`config.mk`:
```
export PLATFORM = sky130hd
export DESIGN_NAME = qr_segment_bit_encoder_top
export DESIGN_NICKNAME = d
export VERILOG_FILES = /design/src/design/qsbe_pkg.sv /design/src/design/qr_segment_bit_encoder_top.sv /design/src/design/qsbe_in_stage.sv /design/src/design/qsbe_encoder.sv /design/src/design/qsbe_out_stage.sv
export SDC_FILE = /design/constraint.sdc
export NUM_CORES = 1
export LEC_CHECK = 0
export BUFFER_PORTS_ARGS = -buffer_cell sky130_fd_sc_hd__clkbuf_2
export CORE_UTILIZATION = 31
export CTS_CLUSTER_SIZE = 28
export DETAILED_ROUTE_END_ITERATION = 8
export GPL_ROUTABILITY_DRIVEN = 0
export GPL_TIMING_DRIVEN = 0
export SLEW_MARGIN = 30
export SYNTH_ARGS = -nofsm -noshare
export SYNTH_HDL_FRONTEND = slang
export SYNTH_HIERARCHICAL = 1
export SYNTH_SLANG_ARGS = --single-unit
```
`constraint.sdc`:
```
create_clock -name clk -period 4.7 [get_ports clk]
set_clock_uncertainty 0.05 [all_clocks]
set_input_delay 0.705 -clock clk [delete_from_list [all_inputs] [get_ports clk]]
set_output_delay 0.705 -clock clk [all_outputs]
set_load 0.01 [all_outputs]
```
`src/design/qsbe_pkg.sv`:
```
package qsbe_pkg;

  typedef enum logic [1:0] {
    MODE_NUMERIC  = 2'd0,
    MODE_ALNUM    = 2'd1,
    MODE_BYTE     = 2'd2,
    MODE_BYTE_ALT = 2'd3
  } mode_t;

  typedef struct packed {
    logic [7:0] char_code;
    logic       is_last;
  } in_item_t;

  typedef struct packed {
    logic [10:0] code_value;
    logic [3:0]  code_length;
    logic        bad_char;
    logic        last_code;
  } out_item_t;

  typedef struct packed {
    logic      emit;
    out_item_t item;
  } enc_result_t;

  localparam logic [3:0] LEN_NUM_ONE   = 4'd4;
  localparam logic [3:0] LEN_ALNUM_ONE = 4'd6;
  localparam logic [3:0] LEN_NUM_TWO   = 4'd7;
  localparam logic [3:0] LEN_BYTE      = 4'd8;
  localparam logic [3:0] LEN_NUM_THREE = 4'd10;
  localparam logic [3:0] LEN_ALNUM_TWO = 4'd11;

  // Map a character to its 45-entry alphanumeric index; bit 6 flags a miss.
  function automatic logic [6:0] alnum_lookup(input logic [7:0] c);
    logic [5:0] idx;
    logic       miss;
    idx  = 6'd0;
    miss = 1'b0;
    unique case (c) inside
      [8'h30:8'h39]: idx = 6'(c - 8'h30);
      [8'h41:8'h5A]: idx = 6'(c - 8'h37);
      8'h20:         idx = 6'd36;
      8'h24:         idx = 6'd37;
      8'h25:         idx = 6'd38;
      8'h2A:         idx = 6'd39;
      8'h2B:         idx = 6'd40;
      8'h2D:         idx = 6'd41;
      8'h2E:         idx = 6'd42;
      8'h2F:         idx = 6'd43;
      8'h3A:         idx = 6'd44;
      default:       miss = 1'b1;
    endcase
    return {miss, idx};
  endfunction

endpackage

```
`src/design/qr_segment_bit_encoder_top.sv`:
```
// QR data segment bit encoder.
// Input channel (in_valid/in_ready/in_data): one message character per
// transaction, is_last set on the final character of the message.
// Output channel (out_valid/out_ready/out_data): one packed bit group per
// transaction, right aligned in code_value with its width in code_length.
// Config channel (cfg_valid/cfg_ready/cfg_data): mode select, to be written
// by the user only while the block is idle; the block does not check it;
// a write drops any partial group. cfg_ready is always high.
// Two register stages: an accepted character is held in the input register,
// its encoded group in the result register.
// Throughput: one character per cycle while the output does not stall;
// characters that only add to a partial group give no output transaction.
// Reset: mode returns to numeric, partial group cleared, both stages empty.
// Stall: the result register holds its group while out_ready is low; the
// input register takes one more character if empty, then in_ready drops.
module qr_segment_bit_encoder_top import qsbe_pkg::*; (
  input  logic       clk,
  input  logic       rst,
  input  logic       in_valid,
  output logic       in_ready,
  input  in_item_t   in_data,
  output logic       out_valid,
  input  logic       out_ready,
  output out_item_t  out_data,
  input  logic       cfg_valid,
  output logic       cfg_ready,
  input  logic [1:0] cfg_data
);

  logic        advance;
  logic        item_valid;
  in_item_t    item;
  enc_result_t result;

  assign cfg_ready = 1'b1;

  qsbe_in_stage u_in_stage (
    .clk        (clk),
    .rst        (rst),
    .in_valid   (in_valid),
    .in_ready   (in_ready),
    .in_data    (in_data),
    .advance    (advance),
    .item_valid (item_valid),
    .item       (item)
  );

  qsbe_encoder u_encoder (
    .clk       (clk),
    .rst       (rst),
    .cfg_valid (cfg_valid),
    .cfg_data  (cfg_data),
    .fire      (item_valid && advance),
    .item      (item),
    .result    (result)
  );

  qsbe_out_stage u_out_stage (
    .clk       (clk),
    .rst       (rst),
    .load      (item_valid),
    .result    (result),
    .advance   (advance),
    .out_valid (out_valid),
    .out_ready (out_ready),
    .out_data  (out_data)
  );

endmodule

```
`src/design/qsbe_in_stage.sv`:
```
module qsbe_in_stage import qsbe_pkg::*; (
  input  logic     clk,
  input  logic     rst,
  input  logic     in_valid,
  output logic     in_ready,
  input  in_item_t in_data,
  input  logic     advance,
  output logic     item_valid,
  output in_item_t item
);

  // Refill when empty or when the held transaction moves on this cycle.
  assign in_ready = !item_valid || advance;

  always_ff @(posedge clk) begin
    if (rst) begin
      item_valid <= 1'b0;
    end else if (in_ready) begin
      item_valid <= in_valid;
    end
  end

  always_ff @(posedge clk) begin
    if (in_valid && in_ready) begin
      item <= in_data;
    end
  end

endmodule

```
`src/design/qsbe_encoder.sv`:
```
module qsbe_encoder import qsbe_pkg::*; (
  input  logic        clk,
  input  logic        rst,
  input  logic        cfg_valid,
  input  logic [1:0]  cfg_data,
  input  logic        fire,
  input  in_item_t    item,
  output enc_result_t result
);

  mode_t      mode;
  logic [6:0] pending_value;
  logic [1:0] pending_count;
  logic       pending_bad;

  logic [6:0] pending_value_next;
  logic [1:0] pending_count_next;
  logic       pending_bad_next;

  logic [3:0]  digit;
  logic        digit_bad;
  logic [9:0]  num_sum;
  logic [1:0]  count_inc;
  logic [6:0]  alnum_hit;
  logic [10:0] pair;

  always_comb begin
    digit_bad = !((item.char_code >= 8'h30) && (item.char_code <= 8'h39));
    digit     = digit_bad ? 4'd0 : 4'(item.char_code - 8'h30);
    num_sum   = 10'(pending_value) * 10'd10 + 10'(digit);
    count_inc = pending_count + 2'd1;
    alnum_hit = alnum_lookup(item.char_code);
    pair      = 11'(pending_value) * 11'd45 + 11'(alnum_hit[5:0]);
  end

  always_comb begin
    result             = '0;
    result.item.last_code = item.is_last;
    pending_value_next = '0;
    pending_count_next = '0;
    pending_bad_next   = 1'b0;
    unique case (mode) inside
      MODE_NUMERIC: begin
        if (count_inc == 2'd3 || item.is_last) begin
          result.emit            = 1'b1;
          result.item.code_value = 11'(num_sum);
          result.item.bad_char   = digit_bad || pending_bad;
          if (count_inc == 2'd3) begin
            result.item.code_length = LEN_NUM_THREE;
          end else if (count_inc == 2'd2) begin
            result.item.code_length = LEN_NUM_TWO;
          end else begin
            result.item.code_length = LEN_NUM_ONE;
          end
        end else begin
          pending_value_next = num_sum[6:0];
          pending_count_next = count_inc;
          pending_bad_next   = digit_bad || pending_bad;
        end
      end
      MODE_ALNUM: begin
        if (pending_count != 2'd0) begin
          result.emit             = 1'b1;
          result.item.code_value  = pair;
          result.item.code_length = LEN_ALNUM_TWO;
          result.item.bad_char    = alnum_hit[6] || pending_bad;
        end else if (item.is_last) begin
          result.emit             = 1'b1;
          result.item.code_value  = 11'(alnum_hit[5:0]);
          result.item.code_length = LEN_ALNUM_ONE;
          result.item.bad_char    = alnum_hit[6];
        end else begin
          pending_value_next = 7'(alnum_hit[5:0]);
          pending_count_next = 2'd1;
          pending_bad_next   = alnum_hit[6];
        end
      end
      MODE_BYTE, MODE_BYTE_ALT: begin
        result.emit             = 1'b1;
        result.item.code_value  = 11'(item.char_code);
        result.item.code_length = LEN_BYTE;
      end
      default: ;
    endcase
  end

  always_ff @(posedge clk) begin
    if (rst) begin
      mode          <= MODE_NUMERIC;
      pending_value <= '0;
      pending_count <= '0;
      pending_bad   <= 1'b0;
    end else if (cfg_valid) begin
      // New mode drops any partial group.
      mode          <= mode_t'(cfg_data);
      pending_value <= '0;
      pending_count <= '0;
      pending_bad   <= 1'b0;
    end else if (fire) begin
      pending_value <= pending_value_next;
      pending_count <= pending_count_next;
      pending_bad   <= pending_bad_next;
    end
  end

endmodule

```
`src/design/qsbe_out_stage.sv`:
```
module qsbe_out_stage import qsbe_pkg::*; (
  input  logic        clk,
  input  logic        rst,
  input  logic        load,
  input  enc_result_t result,
  output logic        advance,
  output logic        out_valid,
  input  logic        out_ready,
  output out_item_t   out_data
);

  assign advance = !out_valid || out_ready;

  always_ff @(posedge clk) begin
    if (rst) begin
      out_valid <= 1'b0;
    end else if (advance) begin
      out_valid <= load && result.emit;
    end
  end

  // Hold the payload while the receiver stalls.
  always_ff @(posedge clk) begin
    if (advance && load && result.emit) begin
      out_data <= result.item;
    end
  end

endmodule

```
### Yosys cells after proc, flatten, opt, wreduce, memory -nomap -nowiden

Index checks and enable logic that the tools add are counted.

| word-level totals | value |
|---|---|
| memories kept | 0 |
| output and inout port bits | 20 |
| latch bits | 0 |
| logic and storage cells | 78 |
| bits in read-only memories | 0 |
| register bits after elaboration | 40 |
| input bits | 16 |
| memory bits (writable) | 0 |

| cells by class | value |
|---|---|
| bitwise operators | 0 |
| divide/modulo/power cells | 0 |
| order comparisons | 4 |
| multipliers | 2 |
| reductions and logical operators | 19 |
| add/subtract/negate cells | 5 |
| shift operators | 0 |
| equality and inequality tests | 14 |
| multiplexer cells | 22 |

Operators with widths:

| cell | count |
|---|---|
| == test 8 x 6 -> 1 bit (second input constant) | 9 |
| one-hot mux 6 bit (11 select lines) | 1 |
| 2-to-1 mux 17 bit | 3 |
| one-hot mux 16 bit (3 select lines) | 1 |
| 2-to-1 mux 7 bit | 2 |
| one-hot mux 7 bit (2 select lines) | 1 |
| subtractor 6 bit (second input constant) | 2 |
| adder 11 x 6 -> 11 bit | 1 |
| multiplier 7 x 6 -> 11 bit (second input constant) | 1 |
| OR reduction 11 bit | 1 |
| adder 10 x 4 -> 10 bit | 1 |
| multiplier 7 x 3 -> 9 bit (second input constant) | 1 |
| == test 2 bit (second input constant) | 4 |
| >= comparator 8 x 6 -> 1 bit (second input constant) | 1 |
| >= comparator 8 x 7 -> 1 bit (second input constant) | 1 |
| <= comparator 8 x 6 -> 1 bit (second input constant) | 1 |
| <= comparator 8 x 7 -> 1 bit (second input constant) | 1 |
| 2-to-1 mux 4 bit | 2 |
| logical AND 1 bit | 6 |
| 2-to-1 mux 2 bit | 3 |
| 2-to-1 mux 6 bit | 1 |
| logical OR 1 bit | 5 |
| 2-to-1 mux 1 bit | 5 |
| one-hot mux 1 bit (2 select lines) | 2 |
| 7 further kinds | 10 |

### Depth between registers and ports, before layout

| logic depth | value |
|---|---|
| depth after elaboration | 8 |
| gate-level depth with buffers | 15 |
| depth with buffers taken out | 15 |

### Modules after synthesis

The synthesis kept the hierarchy.

By module, submodules not included:

| module | cells an instance | area each (µm²) | times used | sequential area each (µm²) |
|---|---|---|---|---|
| qsbe_encoder | 336 | 2,760.1 | 1 | 240.2 |
| qsbe_out_stage | 22 | 573.0 | 1 | 530.5 |
| qsbe_in_stage | 14 | 325.3 | 1 | 290.3 |
| qr_segment_bit_encoder_top | 3 | 17.5 | 1 | 0.0 |

### Worst setup path after synthesis

No wires, ideal clock.

| path | value |
|---|---|
| path kind | reg2reg |
| start point | register, netlist name u_in_stage/item[1] |
| end point | register, netlist name u_out_stage/out_data[15] |
| stages on the path, launching flop included | 15 |
| data required time | 4,391 ps |
| setup slack | 1,011 ps |
| period minus slack after synthesis | 3,689 ps |
| arrival | 3,380 ps |
| buffers on the path | 0 |
| cells stage by stage | edfxtp_1 inv_1 ha_1 nor4b_2 o21ai_1 o211ai_4 o221a_2 inv_1 fa_1 ha_1 and3_1 o2bb2ai_1 o41ai_2 xnor2_1 a211o_1 |

==> impl_metrics.py <==
metrics = {
    "pwr": {
        "p_leak_nw": 1.904,
        "swShare_pct": 26.53,
        "clockPowerShare_pct": 42.1,
        "cell_internal_pwr_uw": 667.8,
        "p_sw_uw": 241.2,
        "pwr-share-comb_pct": 13.6,
        "seqPwrFrac_pct": 44.3,
        "peakVddDrop_mv": 0.1968,
        "power_density_nw_per_um2": 216.9,
    },
    "clocking": {
        "cts_resized": 0,
        "cts_buffers": 5,
        "h-tree-depth": 2,
        "cts_setup_buffers": 0,
        "cts_sinks": 40,
        "cts_tree": "yes",
        "clk_pin_slew_ns": 0.07,
        "cts-root-buf": "clkbuf_16",
        "cts_buffer_depth": 2,
        "hold_buffers": 0,
        "clock_latency_ns": 0.28,
    },
    "synthesis": {
        "avgSynthCellArea_um2": 9.803,
        "synth_top_cell_by_area": "edfxtp_1",
        "syn_area_um2": 3676,
        "synth-edff-count": 26,
        "yosys_warnings": 6,
        "synth_area_leaders": "edfxtp_1 (21%), ha_1 (16%), dfxtp_1 (7.6%)",
        "seq_area_frac_synth_pct": 28.86,
        "synthCells": 375,
        "ys_top_cells_by_count": "ha_1 (48), inv_1 (47), edfxtp_1 (26)",
        "yosys_register_bits": 40,
        "synth-main-ff-cell": "edfxtp_1",
        "synth.distinct_cells": 72,
        "yosysTopAreaCellShare_pct": 21.24,
        "yosysMostFrequentCell": "ha_1",
        "async_reset_ff_share_pct": 0,
        "synthesis.nets": 452,
    },
    "grt": {
        "grt_pass1_wl_um": 14940,
        "grt-ovfl-total": 0,
        "grt_usage_pct": 15.00,
        "grt_max_degree": 18,
        "grt_pass1_vias": 2994,
        "antenna_found_initial": 0,
    },
    "drt": {
        "wl_met2_um": 4209,
        "dr_wl_met3_um": 657,
        "highest_layer": "met4",
        "wire_per_inst_um": 15.98,
        "route.vias.total": 3046,
        "first_iter_violations": 222,
        "first_pass_iters": 6,
        "wl_met1_um": 3981,
        "viasPerCell": 5.439,
        "wirelength_um": 8951,
        "drtAntennaViolNets": 0,
        "drc_errors": 0,
    },
    "timing": {
        "setup_tns_ns": 0,
        "max_freq_ghz": 0.2404,
        "slew_headroom_pct": 46.52,
        "tightest_slew_ns": 0.7993,
        "period_needed_ns": 4.160,
        "maxSlewViolCount": 0,
        "rsz0062_at_grt": "no",
        "period_share_pct": 88.50,
        "holdWs_ns": 0.4383,
        "finalHoldViolations": 0,
        "setup_viol": 0,
    },
    "layout": {
        "diodes": 0,
        "drive_gt1_share_pct": 17.51,
        "area_growth_pct": 13.99,
        "nFillCells": 1130,
        "fin_nets": 493,
        "regArea_um2": 1061,
        "multi_input_area_um2": 2380,
    },
    "critical_path": {
        "crit_path_max_incr_delay_ns": 0.53,
        "cp-endpoint": "u_out_stage/out_data[15]",
        "start_kind": "register",
        "crit_type": "register to register",
        "worstPathMaxFanout": 9,
        "worst-r2r-cell-count": 14,
        "crit_start": "u_in_stage/item[1]",
        "arrival_ns": 4.14,
        "end_kind": "register",
        "r2r_start": "u_in_stage/item[1]",
        "path_cells": "inv_1 -> ha_1 -> nor4b_2 -> o21ai_1 -> o211ai_4 -> a2bb2oi_1 -> inv_1 -> ha_1 -> fa_1 -> a21o_1 -> o2bb2ai_1 -> o41ai_2 -> xnor2_1 -> a211o_1",
        "timing.rr.end": "u_out_stage/out_data[15]",
        "reg2reg_slack_ns": 0.54,
        "slowest_stage": "edfxtp_1",
        "crit_required_ns": 4.68,
    },
    "floorplan": {
        "ios": 36,
        "die_h_um": 110.9,
        "die_w_um": 110.9,
        "core-area_um2": 11470,
        "initial_core_util_pct": 32.06,
        "rows": 39,
        "die_area_um2": 12300,
    },
    "run_status": {
        "status": "completed",
    },
    "hold_path": {
        "holdCritPathClass": "register to register",
        "worstHoldPathCells": 2,
    },
    "placed_design": {
        "dp_hpwl_um": 7088,
        "port_buffers": 34,
    },
    "run": {
        "drv_cap": 0,
    },
}
-- logic make-up after synthesis --
| kind of cell | count (synthesis) | synth area share [%] |
|---|---|---|
| mux | 2 | 0.5446 |
| compound gates | 101 | 20.53 |
| buf+inv | 57 | 6.399 |
| simple gates | 93 | 15.38 |
| xor+xnor | 20 | 4.765 |
| fa+ha+maj | 61 | 23.42 |
| other cells | 1 | 0.1020 |
| flops | 40 | 28.86 |
-- critical path, delay by kind of cell (launching register included) --
kind | cells | cell delay (ns)
AND/OR/NAND/NOR | 1 | 0.23
XOR/XNOR | 1 | 0.12
adder cells (fa/ha/maj) | 3 | 1.05
buffers and inverters | 2 | 0.25
AO/OA/AOI/OAI | 7 | 1.68
flip-flops | 1 | 0.53
-- per-stage QoR --
step | setup WS (ns) | util, % | std cells | cell area [um^2] | power, mW
2_1_floorplan | 1.011 | - | 375 | 3676 | 0.4919
3_5_place_dp | 0.5831 | 35.10 | 552 | 4025 | 0.5324
4_1_cts | 0.5244 | 36.54 | 560 | 4190 | 0.9165
5_1_grt | 0.2752 | 36.54 | 560 | 4190 | 0.9471
6_report | 0.5403 | 36.54 | 560 | 4190 | 0.9089
3_3_place_gp | 0.5174 | 35.10 | 552 | 4025 | 0.5301
-- power by group through the flow --
stage	logic [mW]	clock network [mW]	registers [mW]
after floorplan	0.0826	0	0.409
after global placement	0.120	0	0.410
after detailed placement	0.122	0	0.410
after CTS	0.123	0.391	0.403
after global routing	0.136	0.407	0.404
final	0.124	0.383	0.402
-- cell usage in the layout, fill, tap and decap left out, types with 4 or more instances in the layout --
| cell | synthesis | layout |
|---|---|---|
| o21ai_1 | 4 | 4 |
| and2_1 | 4 | 4 |
| fa_1 | 13 | 13 |
| a21oi_1 | 21 | 21 |
| nand3_1 | 7 | 7 |
| nand2b_1 | 7 | 7 |
| clkbuf_16 | 0 | 6 |
| nand2_1 | 19 | 19 |
| nor2b_1 | 4 | 4 |
| inv_1 | 47 | 47 |
| and3_1 | 5 | 5 |
| xnor2_1 | 16 | 16 |
| clkbuf_2 | 0 | 34 |
| edfxtp_1 | 26 | 26 |
| a211oi_1 | 6 | 6 |
| a31oi_1 | 4 | 4 |
| o21ai_0 | 13 | 13 |
| nor3_1 | 5 | 5 |
| xor2_1 | 4 | 4 |
| ha_1 | 48 | 48 |
| dfxtp_1 | 14 | 14 |
| o22ai_1 | 8 | 8 |
| nor2_1 | 16 | 16 |
| a21o_1 | 5 | 5 |
-- final cells by class --
class                           instances  area share, %
Sequential cell                        40          25.32
Inverter                               48          4.300
Multi-Input combinational cell        278          56.79
Buffer                                  9          1.314
Timing Repair Buffer                   34          4.061
Clock inverter                          2         0.3583
Tap cell                              143          4.270
Clock buffer                            6          3.583
-- layer usage --
metal	up-vias	GRT usage, %
li1	1446	-
met1	1472	20.04
met2	118	25.22
met3	10	2.132
met4	0	4.089
met5	-	0
-- how the worst min path moves through the flow --
stage / from / to / slack, ns
global route: u_out_stage/out_valid / u_out_stage/out_valid / 0.48
finish: u_encoder/pending_count[1] / u_encoder/pending_count[1] / 0.44
global placement: u_encoder/pending_count[1] / u_encoder/pending_count[1] / 0.42
floorplan: u_encoder/pending_count[1] / u_encoder/pending_count[1] / 0.41
CTS: u_encoder/pending_count[1] / u_encoder/pending_count[1] / 0.44
detailed placement: u_encoder/pending_count[1] / u_encoder/pending_count[1] / 0.43
-- state kept, by name (all words and copies together), names as in the netlist --
signal,flops
u_encoder/mode,2
u_encoder/pending_bad,1
u_encoder/pending_count,2
u_encoder/pending_value,7
u_in_stage/item,9
u_in_stage/item_valid,1
u_out_stage/out_data,17
u_out_stage/out_valid,1
No activity file was read; power rests on OpenSTA's default activity.
